## src/rtl/core/isort_pkg.sv

```systemverilog
// shared types and constants for the insertion sorter
package isort_pkg;

    localparam int DEFAULT_MAX_COUNT = 32;
    localparam int VALUE_W           = 32;

    typedef enum logic {
        ST_FILL,
        ST_EMIT
    } t_state;

    typedef struct packed {
        logic insert;
        logic shift;
    } t_cell_ctrl;

endpackage

```

## src/rtl/core/isort_in_if.sv

```systemverilog
// input channel of the insertion sorter: one value per item
interface isort_in_if;
    logic                          valid;
    logic                          ready;
    logic [isort_pkg::VALUE_W-1:0] value;
    logic                          last;

    modport source (output valid, output value, output last, input ready);
    modport sink   (input valid, input value, input last, output ready);
endinterface

```

## src/rtl/core/isort_out_if.sv

```systemverilog
// output channel of the insertion sorter: one sorted value per item
interface isort_out_if;
    logic                          valid;
    logic                          ready;
    logic [isort_pkg::VALUE_W-1:0] sorted_value;
    logic                          end_of_run;
    logic                          overflowed;

    modport source (output valid, output sorted_value, output end_of_run,
                    output overflowed, input ready);
    modport sink   (input valid, input sorted_value, input end_of_run,
                    input overflowed, output ready);
endinterface

```

## src/rtl/core/isort_cell.sv

```systemverilog
// one cell of the sorting chain: holds a value, inserts or shifts as its control selects
module isort_cell #(
    parameter int IDX   = 0,
    parameter int CNT_W = 6
) (
    input  logic                          i_clk,
    input  isort_pkg::t_cell_ctrl         i_ctrl,
    input  logic [CNT_W-1:0]              i_count,
    input  logic [isort_pkg::VALUE_W-1:0] i_value,
    input  logic [isort_pkg::VALUE_W-1:0] i_left_value,
    input  logic                          i_left_key,
    input  logic [isort_pkg::VALUE_W-1:0] i_right_value,
    output logic [isort_pkg::VALUE_W-1:0] o_value,
    output logic                          o_key
);
    import isort_pkg::*;

    logic [VALUE_W-1:0] r_value;
    logic [VALUE_W-1:0] n_value;

    // key: this cell is empty or holds a value strictly above the new one
    assign o_key   = (CNT_W'(IDX) >= i_count) || (i_value < r_value);
    assign o_value = r_value;

    always_comb begin
        n_value = r_value;
        if (i_ctrl.insert) begin
            if (i_left_key) begin
                n_value = i_left_value;
            end else if (o_key) begin
                n_value = i_value;
            end
        end else if (i_ctrl.shift) begin
            n_value = i_right_value;
        end
    end

    always_ff @(posedge i_clk) begin
        r_value <= n_value;
    end
endmodule

```

## src/rtl/core/insertion_sorter_core.sv

```systemverilog
// Stable insertion sorter built as a chain of cells. Every value item is inserted into
// the chain as it is accepted: all cells compare against it at once and the larger ones
// move up a place, so i_in.ready stays high through a run and takes one item per cycle.
// An item with the last mark is inserted too and then starts the emit pass, in which the
// chain shifts toward cell 0 and hands out one sorted value per cycle while the output
// accepts them; input is held off during that pass. Values that arrive while all MAX_COUNT
// cells are full are dropped and every result of that run carries overflowed. Equal values
// come out in arrival order.
module insertion_sorter_core #(
    parameter int MAX_COUNT = isort_pkg::DEFAULT_MAX_COUNT
) (
    input  logic               i_clk,
    input  logic               i_rst_n,
    isort_in_if.sink           i_in,
    isort_out_if.source        o_out
);
    import isort_pkg::*;

    localparam int CNT_W = $clog2(MAX_COUNT + 1);

    t_state             r_state;
    t_state             n_state;
    logic [CNT_W-1:0]   r_count;
    logic [CNT_W-1:0]   n_count;
    logic               r_ovf;
    logic               n_ovf;
    logic               r_out_valid;
    logic [VALUE_W-1:0] r_out_value;
    logic               r_out_end;
    logic               r_out_ovf;

    logic               w_in_ready;
    logic               w_accept;
    logic               w_full;
    logic               w_load;
    t_cell_ctrl         w_ctrl;

    logic [VALUE_W-1:0] w_value [MAX_COUNT];
    logic               w_key   [MAX_COUNT];

    assign w_full   = (r_count == CNT_W'(MAX_COUNT));
    assign w_accept = i_in.valid && w_in_ready;

    // next state
    always_comb begin
        n_state = r_state;
        unique case (r_state)
            ST_FILL: begin
                if (w_accept && i_in.last) begin
                    n_state = ST_EMIT;
                end
            end
            ST_EMIT: begin
                if (w_load && (r_count == CNT_W'(1))) begin
                    n_state = ST_FILL;
                end
            end
            default: n_state = ST_FILL;
        endcase
    end

    // state outputs
    always_comb begin
        w_in_ready  = 1'b0;
        w_load      = 1'b0;
        w_ctrl      = '0;
        unique case (r_state)
            ST_FILL: begin
                w_in_ready    = 1'b1;
                w_ctrl.insert = i_in.valid && !w_full;
            end
            ST_EMIT: begin
                w_load       = !r_out_valid || o_out.ready;
                w_ctrl.shift = w_load;
            end
            default: begin
                w_in_ready = 1'b0;
            end
        endcase
    end

    always_comb begin
        n_count = r_count;
        n_ovf   = r_ovf;
        if (w_accept) begin
            if (w_full) begin
                n_ovf = 1'b1;
            end else begin
                n_count = r_count + CNT_W'(1);
            end
        end else if (w_load) begin
            n_count = r_count - CNT_W'(1);
            if (r_count == CNT_W'(1)) begin
                n_ovf = 1'b0;
            end
        end
    end

    always_ff @(posedge i_clk) begin
        if (!i_rst_n) begin
            r_state     <= ST_FILL;
            r_count     <= '0;
            r_ovf       <= 1'b0;
            r_out_valid <= 1'b0;
        end else begin
            r_state <= n_state;
            r_count <= n_count;
            r_ovf   <= n_ovf;
            if (w_load) begin
                r_out_valid <= 1'b1;
            end else if (o_out.ready) begin
                r_out_valid <= 1'b0;
            end
        end
    end

    always_ff @(posedge i_clk) begin
        if (w_load) begin
            r_out_value <= w_value[0];
            r_out_end   <= (r_count == CNT_W'(1));
            r_out_ovf   <= r_ovf;
        end
    end

    genvar gi;
    generate
        for (gi = 0; gi < MAX_COUNT; gi++) begin : g_cell
            logic [VALUE_W-1:0] w_left_value;
            logic               w_left_key;
            logic [VALUE_W-1:0] w_right_value;

            if (gi == 0) begin : g_head
                assign w_left_value = i_in.value;
                assign w_left_key   = 1'b0;
            end else begin : g_body
                assign w_left_value = w_value[gi-1];
                assign w_left_key   = w_key[gi-1];
            end

            if (gi == MAX_COUNT - 1) begin : g_tail
                assign w_right_value = w_value[gi];
            end else begin : g_mid
                assign w_right_value = w_value[gi+1];
            end

            isort_cell #(
                .IDX   (gi),
                .CNT_W (CNT_W)
            ) u_cell (
                .i_clk         (i_clk),
                .i_ctrl        (w_ctrl),
                .i_count       (r_count),
                .i_value       (i_in.value),
                .i_left_value  (w_left_value),
                .i_left_key    (w_left_key),
                .i_right_value (w_right_value),
                .o_value       (w_value[gi]),
                .o_key         (w_key[gi])
            );
        end
    endgenerate

    assign i_in.ready         = w_in_ready;
    assign o_out.valid        = r_out_valid;
    assign o_out.sorted_value = r_out_value;
    assign o_out.end_of_run   = r_out_end;
    assign o_out.overflowed   = r_out_ovf;

`ifndef NO_ASSERTIONS
    a_count_bound: assert property (@(posedge i_clk) disable iff (!i_rst_n)
        r_count <= CNT_W'(MAX_COUNT))
        else $error("stored count above capacity");

    a_emit_nonempty: assert property (@(posedge i_clk) disable iff (!i_rst_n)
        (r_state == ST_EMIT) |-> (r_count != '0))
        else $error("emit pass with empty store");

    a_last_starts_emit: assert property (@(posedge i_clk) disable iff (!i_rst_n)
        (w_accept && i_in.last) |=> (r_state == ST_EMIT))
        else $error("last item did not start emit pass");

    a_emit_ends_marked: assert property (@(posedge i_clk) disable iff (!i_rst_n)
        ((r_state == ST_EMIT) && (n_state == ST_FILL)) |=>
            (r_out_valid && r_out_end && (r_count == '0) && !r_ovf))
        else $error("run closed without end mark or clean state");
`endif
endmodule
```

## src/flat_wrapper.sv

```systemverilog
// flat-port wrapper written by rule: the top's interface ports become plain ports
module insertion_sorter_core_flat import isort_pkg::*;
#(
    parameter int MAX_COUNT = isort_pkg::DEFAULT_MAX_COUNT
)
  (i_clk, i_rst_n, i_in_valid, i_in_value, i_in_last, i_in_ready, o_out_valid, o_out_sorted_value, o_out_end_of_run, o_out_overflowed, o_out_ready);
  isort_in_if i_in_i ();
  isort_out_if o_out_i ();
  input  logic i_clk;
  input  logic i_rst_n;
  input wire logic [$bits(i_in_i.valid)-1:0] i_in_valid;
  input wire logic [$bits(i_in_i.value)-1:0] i_in_value;
  input wire logic [$bits(i_in_i.last)-1:0] i_in_last;
  output wire logic [$bits(i_in_i.ready)-1:0] i_in_ready;
  output wire logic [$bits(o_out_i.valid)-1:0] o_out_valid;
  output wire logic [$bits(o_out_i.sorted_value)-1:0] o_out_sorted_value;
  output wire logic [$bits(o_out_i.end_of_run)-1:0] o_out_end_of_run;
  output wire logic [$bits(o_out_i.overflowed)-1:0] o_out_overflowed;
  input wire logic [$bits(o_out_i.ready)-1:0] o_out_ready;
  assign i_in_i.valid = i_in_valid;
  assign i_in_i.value = i_in_value;
  assign i_in_i.last = i_in_last;
  assign i_in_ready = i_in_i.ready;
  assign o_out_valid = o_out_i.valid;
  assign o_out_sorted_value = o_out_i.sorted_value;
  assign o_out_end_of_run = o_out_i.end_of_run;
  assign o_out_overflowed = o_out_i.overflowed;
  assign o_out_i.ready = o_out_ready;
  insertion_sorter_core #(.MAX_COUNT(MAX_COUNT)) u_core (.i_clk(i_clk), .i_rst_n(i_rst_n), .i_in(i_in_i), .o_out(o_out_i));
endmodule
```

## config.mk

```make
export PLATFORM = sky130hd
export DESIGN_NAME = insertion_sorter_core_flat
export DESIGN_NICKNAME = d
export VERILOG_FILES = /design/src/rtl/core/isort_pkg.sv /design/src/rtl/core/isort_in_if.sv /design/src/rtl/core/isort_out_if.sv /design/src/rtl/core/isort_cell.sv /design/src/rtl/core/insertion_sorter_core.sv /design/src/flat_wrapper.sv
export SDC_FILE = /design/constraint.sdc
export NUM_CORES = 2
export LEC_CHECK = 0
export BUFFER_PORTS_ARGS = -buffer_cell sky130_fd_sc_hd__buf_2
export CAP_MARGIN = 40
export CORE_MARGIN = 1.5
export CORE_UTILIZATION = 35
export DETAILED_ROUTE_END_ITERATION = 8
export MAX_ROUTING_LAYER = met4
export PLACE_DENSITY = 0.57
export SETUP_SLACK_MARGIN = 0.02
export SLEW_MARGIN = 30
export SYNTH_ARGS = -nofsm -noshare
export SYNTH_HDL_FRONTEND = slang
export SYNTH_HIERARCHICAL = 1
export SYNTH_SLANG_ARGS = --single-unit
```

## constraint.sdc

```tcl
create_clock -name i_clk -period 7.2 [get_ports i_clk]
set_input_delay 1.44 -clock i_clk [delete_from_list [all_inputs] [get_ports i_clk]]
set_output_delay 1.44 -clock i_clk [all_outputs]
set_load 0.02 [all_outputs]
```

---- Word level (Yosys, flattened, before mapping) ----
Index checks and enable logic that the tools add are counted.
operators by class
  add/sub/neg operators ................... 2
  $lt $le $gt $ge ......................... 64
  eq/ne operators ......................... 35
  muxes and demuxes ....................... 140
  bitwise gates (word level) .............. 1
  reductions and logical operators ........ 78
operator list
  kind                                                                   number
  32-bit two-way mux                                                     125
  32-bit < comparator                                                    32
  5-bit by 6-bit >= comparator with 1-bit output (first input constant)  16
  3-bit != test (second input constant)                                  29
  2-bit AND reduction                                                    33
  4-bit by 6-bit >= comparator with 1-bit output (first input constant)  8
  1-bit logical OR                                                       33
  3-bit by 6-bit >= comparator with 1-bit output (first input constant)  4
  6-bit two-way mux                                                      3
  1-bit by 6-bit >= comparator with 1-bit output (first input constant)  2
  2-bit by 6-bit >= comparator with 1-bit output (first input constant)  2
  1-bit two-way mux                                                      11
  2-bit nonzero test                                                     5
  6-bit by 1-bit adder with 6-bit output (second input constant)         1
  6-bit by 1-bit == test with 1-bit output (second input constant)       1
  6-bit == test (second input constant)                                  1
  6-bit by 1-bit subtractor with 6-bit output (second input constant)    1
  1-bit logical AND                                                      4
  2-bit != test (second input constant)                                  2
  3-bit by 2-bit != test with 1-bit output (second input constant)       1
  3-bit AND reduction                                                    1
  1-bit zero test                                                        2
  2-bit by 1-bit != test with 1-bit output (second input constant)       1
  1-bit case mux with 2 select lines                                     1
  1-bit NOT                                                              1
storage, ports and cells
  register bits after elaboration ......... 1067
  input bits .............................. 37
  output and inout bits ................... 36
  logic and storage cells ................. 359

---- Logic depth before layout (Yosys ltp) ----
  depth after elaboration ................. 6
  depth in mapped cells ................... 12
  mapped depth without buffers ............ 11

---- Hierarchy ----
The synthesis kept the hierarchy.
by module, submodules not included
  module                                      instances  cells each  area each (sq um)  seq. area each (sq um)
  isort_cell at u_core.g_cell[21].u_cell ...  3          252         2411.1             960.9
  isort_cell at u_core.g_cell[13].u_cell ...  3          251         2407.3             960.9
  isort_cell at u_core.g_cell[16].u_cell ...  2          261         2446.1             960.9
  isort_cell at u_core.g_cell[18].u_cell ...  2          252         2412.3             960.9
  isort_cell at u_core.g_cell[27].u_cell ...  2          251         2403.6             960.9
  isort_cell at u_core.g_cell[23].u_cell      1          251         2449.8             960.9
  isort_cell at u_core.g_cell[10].u_cell      1          261         2447.3             960.9
  isort_cell at u_core.g_cell[26].u_cell      1          262         2447.3             960.9
  isort_cell at u_core.g_cell[8].u_cell       1          262         2446.1             960.9
  isort_cell at u_core.g_cell[0].u_cell       1          262         2444.8             960.9
  isort_cell at u_core.g_cell[17].u_cell      1          261         2444.8             960.9
  isort_cell at u_core.g_cell[1].u_cell       1          262         2443.6             960.9
  isort_cell at u_core.g_cell[20].u_cell      1          254         2428.6             960.9
  isort_cell at u_core.g_cell[2].u_cell       1          254         2427.3             960.9
  +12 rows                                    -          -           -                  -

---- Worst setup path before layout ----
No wires, ideal clock.
  path type ............................... in2reg
  from .................................... input port i_in_value[30]
  to ...................................... register u_core.g_cell[26].u_cell.r_value[0] (enable)
  setup time .............................. 461 ps
  arrival ................................. 5497 ps
  setup slack ............................. 1242 ps
  stages on the path ...................... 11
  path buffers ............................ 1
  path through ............................ ha_1 -> a21oi_1 -> nand2_1 -> a221o_1 -> a211o_2 -> a31oi_1 -> or2_2 -> clkbuf_1 -> nand3b_1 -> a311oi_1 -> nor3_1
on the way
  word-level cells in the longest chain between the ends .. 4
ends and longest elaborated chain
  element                           RTL line                      RTL
  from (decl)                       flat_wrapper.sv:12            input wire logic [$bits(i_in_i.value)-1:0] i_in_value;
  32-bit < comparator               isort_cell.sv:22              assign o_key = (CNT_W'(IDX) >= i_count) || (i_value < r_value);
  1-bit logical OR                  isort_cell.sv:22
  via u_core.g_cell[26].w_left_key  insertion_sorter_core.sv:129  logic w_left_key;
  3-bit != test (no line)           -
  2-bit AND reduction (no line)     -
  to (signal assigned)              isort_cell.sv:39              r_value <= n_value;
  to (decl)                         isort_cell.sv:18              logic [VALUE_W-1:0] r_value;
The timed path passes the listed nets, and every way through them passes these cells.
A chain may end at the register's enable or synchronous reset.

---- Worst setup path after layout ----
  from .................................... input port i_in_value[2]
  to ...................................... register u_core.g_cell[9].u_cell.r_value[24] (enable)
on the way
  word-level cells in the longest chain between the ends .. 4
ends and longest elaborated chain
  element                          RTL line
  32-bit < comparator              isort_cell.sv:22
  1-bit logical OR                 isort_cell.sv:22
  via u_core.g_cell[9].w_left_key  insertion_sorter_core.sv:129
  3-bit != test (no line)          -
  2-bit AND reduction (no line)    -
  to (signal assigned)             isort_cell.sv:39
  to (decl)                        isort_cell.sv:18
The timed path passes the listed nets, and every way through them passes these cells.

==> impl_metrics.env <==
export IMPL_final_min_clock_period_ns=4.84
export IMPL_fmaxAchievable_ghz=0.207
export IMPL_drt_initial_drc_count=4095
export IMPL_path_cells="buf_2, buf_4, ha_1, a211oi_1, o21ai_0, a31oi_1, a31oi_1, o21ai_4, buf_4, inv_1, a41oi_2, buf_4"
export IMPL_grt_overflow=0
export IMPL_cp_top_family="buffers and inverters"
export IMPL_rsz0062_at_grt="no"
export IMPL_outcome="finished clean"
export IMPL_ctsResizeCount=0
export IMPL_total_power_mw=22.6
export IMPL_worstRegToRegCells=11
export IMPL_cts_buffer_depth=3
export IMPL_viasPerCell=5.50
export IMPL_irDropWorstVdd_v=0.000200
export IMPL_syn_nets=9280
export IMPL_place_congestion=0.890
export IMPL_end_kind="flip-flop"
export IMPL_max_slew_margin_pct=41.7
export IMPL_path_class="input port to flip-flop"
export IMPL_min_path_type="flip-flop to flip-flop"
export IMPL_syn_avg_cell_area_um2=9.59
export IMPL_drive_gt1_share_pct=6.97
export IMPL_power_density_nw_per_um2=256
export IMPL_cpMostUsedCell="buf_4"
export IMPL_core_um2=225000
export IMPL_cts_root_buf="clkbuf_16"
export IMPL_crit_slowest_cell="a41oi_2"
export IMPL_leakage_nw=44.9
export IMPL_die_width_um=478
export IMPL_fin_cells=11400
export IMPL_antenna_found_initial=8
export IMPL_initial_utilization_pct=35.2
export IMPL_cts_tree="done"
export IMPL_io_buffers=72
export IMPL_stdcell_area_um2=88100
export IMPL_critPathRequiredTime_ns=7.67
export IMPL_timing_rr_end="u_core/g_cell[26].u_cell/o_value[1]"
export IMPL_clk_latency_ns=0.80
export IMPL_path_depth=12
export IMPL_cap_violations=0
export IMPL_finalNetCount=9332
export IMPL_synth_area_um2=79100
export IMPL_num_rows=174
export IMPL_dp_cells=11200
export IMPL_drv_slew=0
export IMPL_setup_violations=0
export IMPL_cts_setup_buffers=0
export IMPL_cts_inserted_buffers=134
export IMPL_nFillCells=22200
export IMPL_layout_cells_most_common_list="1420 x a21oi_1, 1130 x nor2_1, 1058 x edfxtp_1, 1035 x inv_1, 1029 x mux2i_1"
export IMPL_syn_inst=8247
export IMPL_drt_pass1_iterations=8
export IMPL_ys_warn_count=6
export IMPL_final_common_cell="a21oi_1"
export IMPL_r2r_slack_ns=3.14
export IMPL_cp_arrival_ns=5.31
export IMPL_grt_pass1_wl_um=368000
export IMPL_dpl_cell_area_um2=83900
export IMPL_vias=62700
export IMPL_clock_skew_ns=0.0346
export IMPL_clk_pin_slew_ns=0.06
export IMPL_cts_sinks=1067
export IMPL_fin_setup_tns_ns=0
export IMPL_worst_pin_slew_ns=0.874
export IMPL_dp_hpwl_um=174000
export IMPL_post_drt_wl_per_cell_um=20.9
export IMPL_path_max_fanout=33
export IMPL_h_tree_depth=4
export IMPL_cpPeakStageDelay_ns=0.66
export IMPL_path_buf_inv=5
export IMPL_gr_usage_all_layers_pct=20.8
export IMPL_cp_endpoint="u_core/g_cell[9].u_cell/o_value[24]"
export IMPL_syn_to_final_growth_pct=11.4
export IMPL_finalHoldViolations=0
export IMPL_period_share_pct=67.2
export IMPL_r2r_start="u_core/r_count[0]"
export IMPL_start_kind="input port"
export IMPL_detail_route_antenna_nets=0
export IMPL_postCtsHoldBufs=0
export IMPL_grt_pass1_vias=64400
export IMPL_wl_um=238000
export IMPL_pin_count=73
export IMPL_grt_max_degree=171
export IMPL_cp_startpoint="i_in_value[2]"
export IMPL_die_area_um2=229000
export IMPL_drc=0
export IMPL_fp_dieH_um=478
## registers in the layout, summed over array words and instances (netlist names)
register and cells:
u_core/o_out.end_of_run 1, u_core/r_ovf 1, u_core/r_count 6, u_core/g_cell.u_cell/o_value 1024
u_core/o_out.overflowed 1, u_core/r_state 1, u_core/o_out.valid 1, u_core/o_out.sorted_value 32
## layer usage
metal	GRT usage, %	wire length, um	part of all wire [%]	up-vias
met2	36.6	121000	51	1561
met4	7.39	7890	3.3	0
met1	24.3	98600	41	30700
li1	-	-	-	29900
met5	-	0	0	-
met3	2.43	9990	4.2	463
## report_power, final
group / switching [mW] / leakage [nW] / internal (mW) / total [mW]
logic: 4.08 / 33.3 / 2.56 / 6.64
registers: 1.07 / 9.55 / 8.29 / 9.36
clock network: 2.78 / 2.04 / 3.80 / 6.58
## layout make-up
type / count / area, um2 / share of cell area (%)
multi-input cells: 5788 / 42100 / 47.7
well taps: 2992 / 3740 / 4.25
diodes: 2 / 5.00 / 0.00568
clock buffers: 170 / 3620 / 4.10
repair buffers: 271 / 2270 / 2.58
inverters: 1037 / 3900 / 4.43
clock inverters: 71 / 564 / 0.640
flip-flops and latches: 1067 / 32000 / 36.3
## worst min path at each step
stage	from	end	slack (ns)	cells past startpoint
finish	u_core/r_ovf	u_core/o_out.overflowed	0.44	0
global route	u_core/r_ovf	u_core/o_out.overflowed	0.46	0
CTS	u_core/r_ovf	u_core/o_out.overflowed	0.44	0
detailed placement	u_core/r_ovf	u_core/o_out.overflowed	0.42	0
global placement	u_core/r_ovf	u_core/o_out.overflowed	0.42	0
floorplan	u_core/r_ovf	u_core/o_out.overflowed	0.41	0
## through the flow
stage / hold WS [ns] / utilization, % / worst slack (ns)
finish: 0.443 / 39.2 / 2.36
global route: 0.456 / 39.2 / 2.07
CTS: 0.442 / 39.2 / 2.38
detailed placement: 0.421 / 37.3 / 1.52
global placement: 0.424 / 37.3 / 1.54
floorplan: 0.409 / - / 1.24
Power figures use the tool's default switching activity.
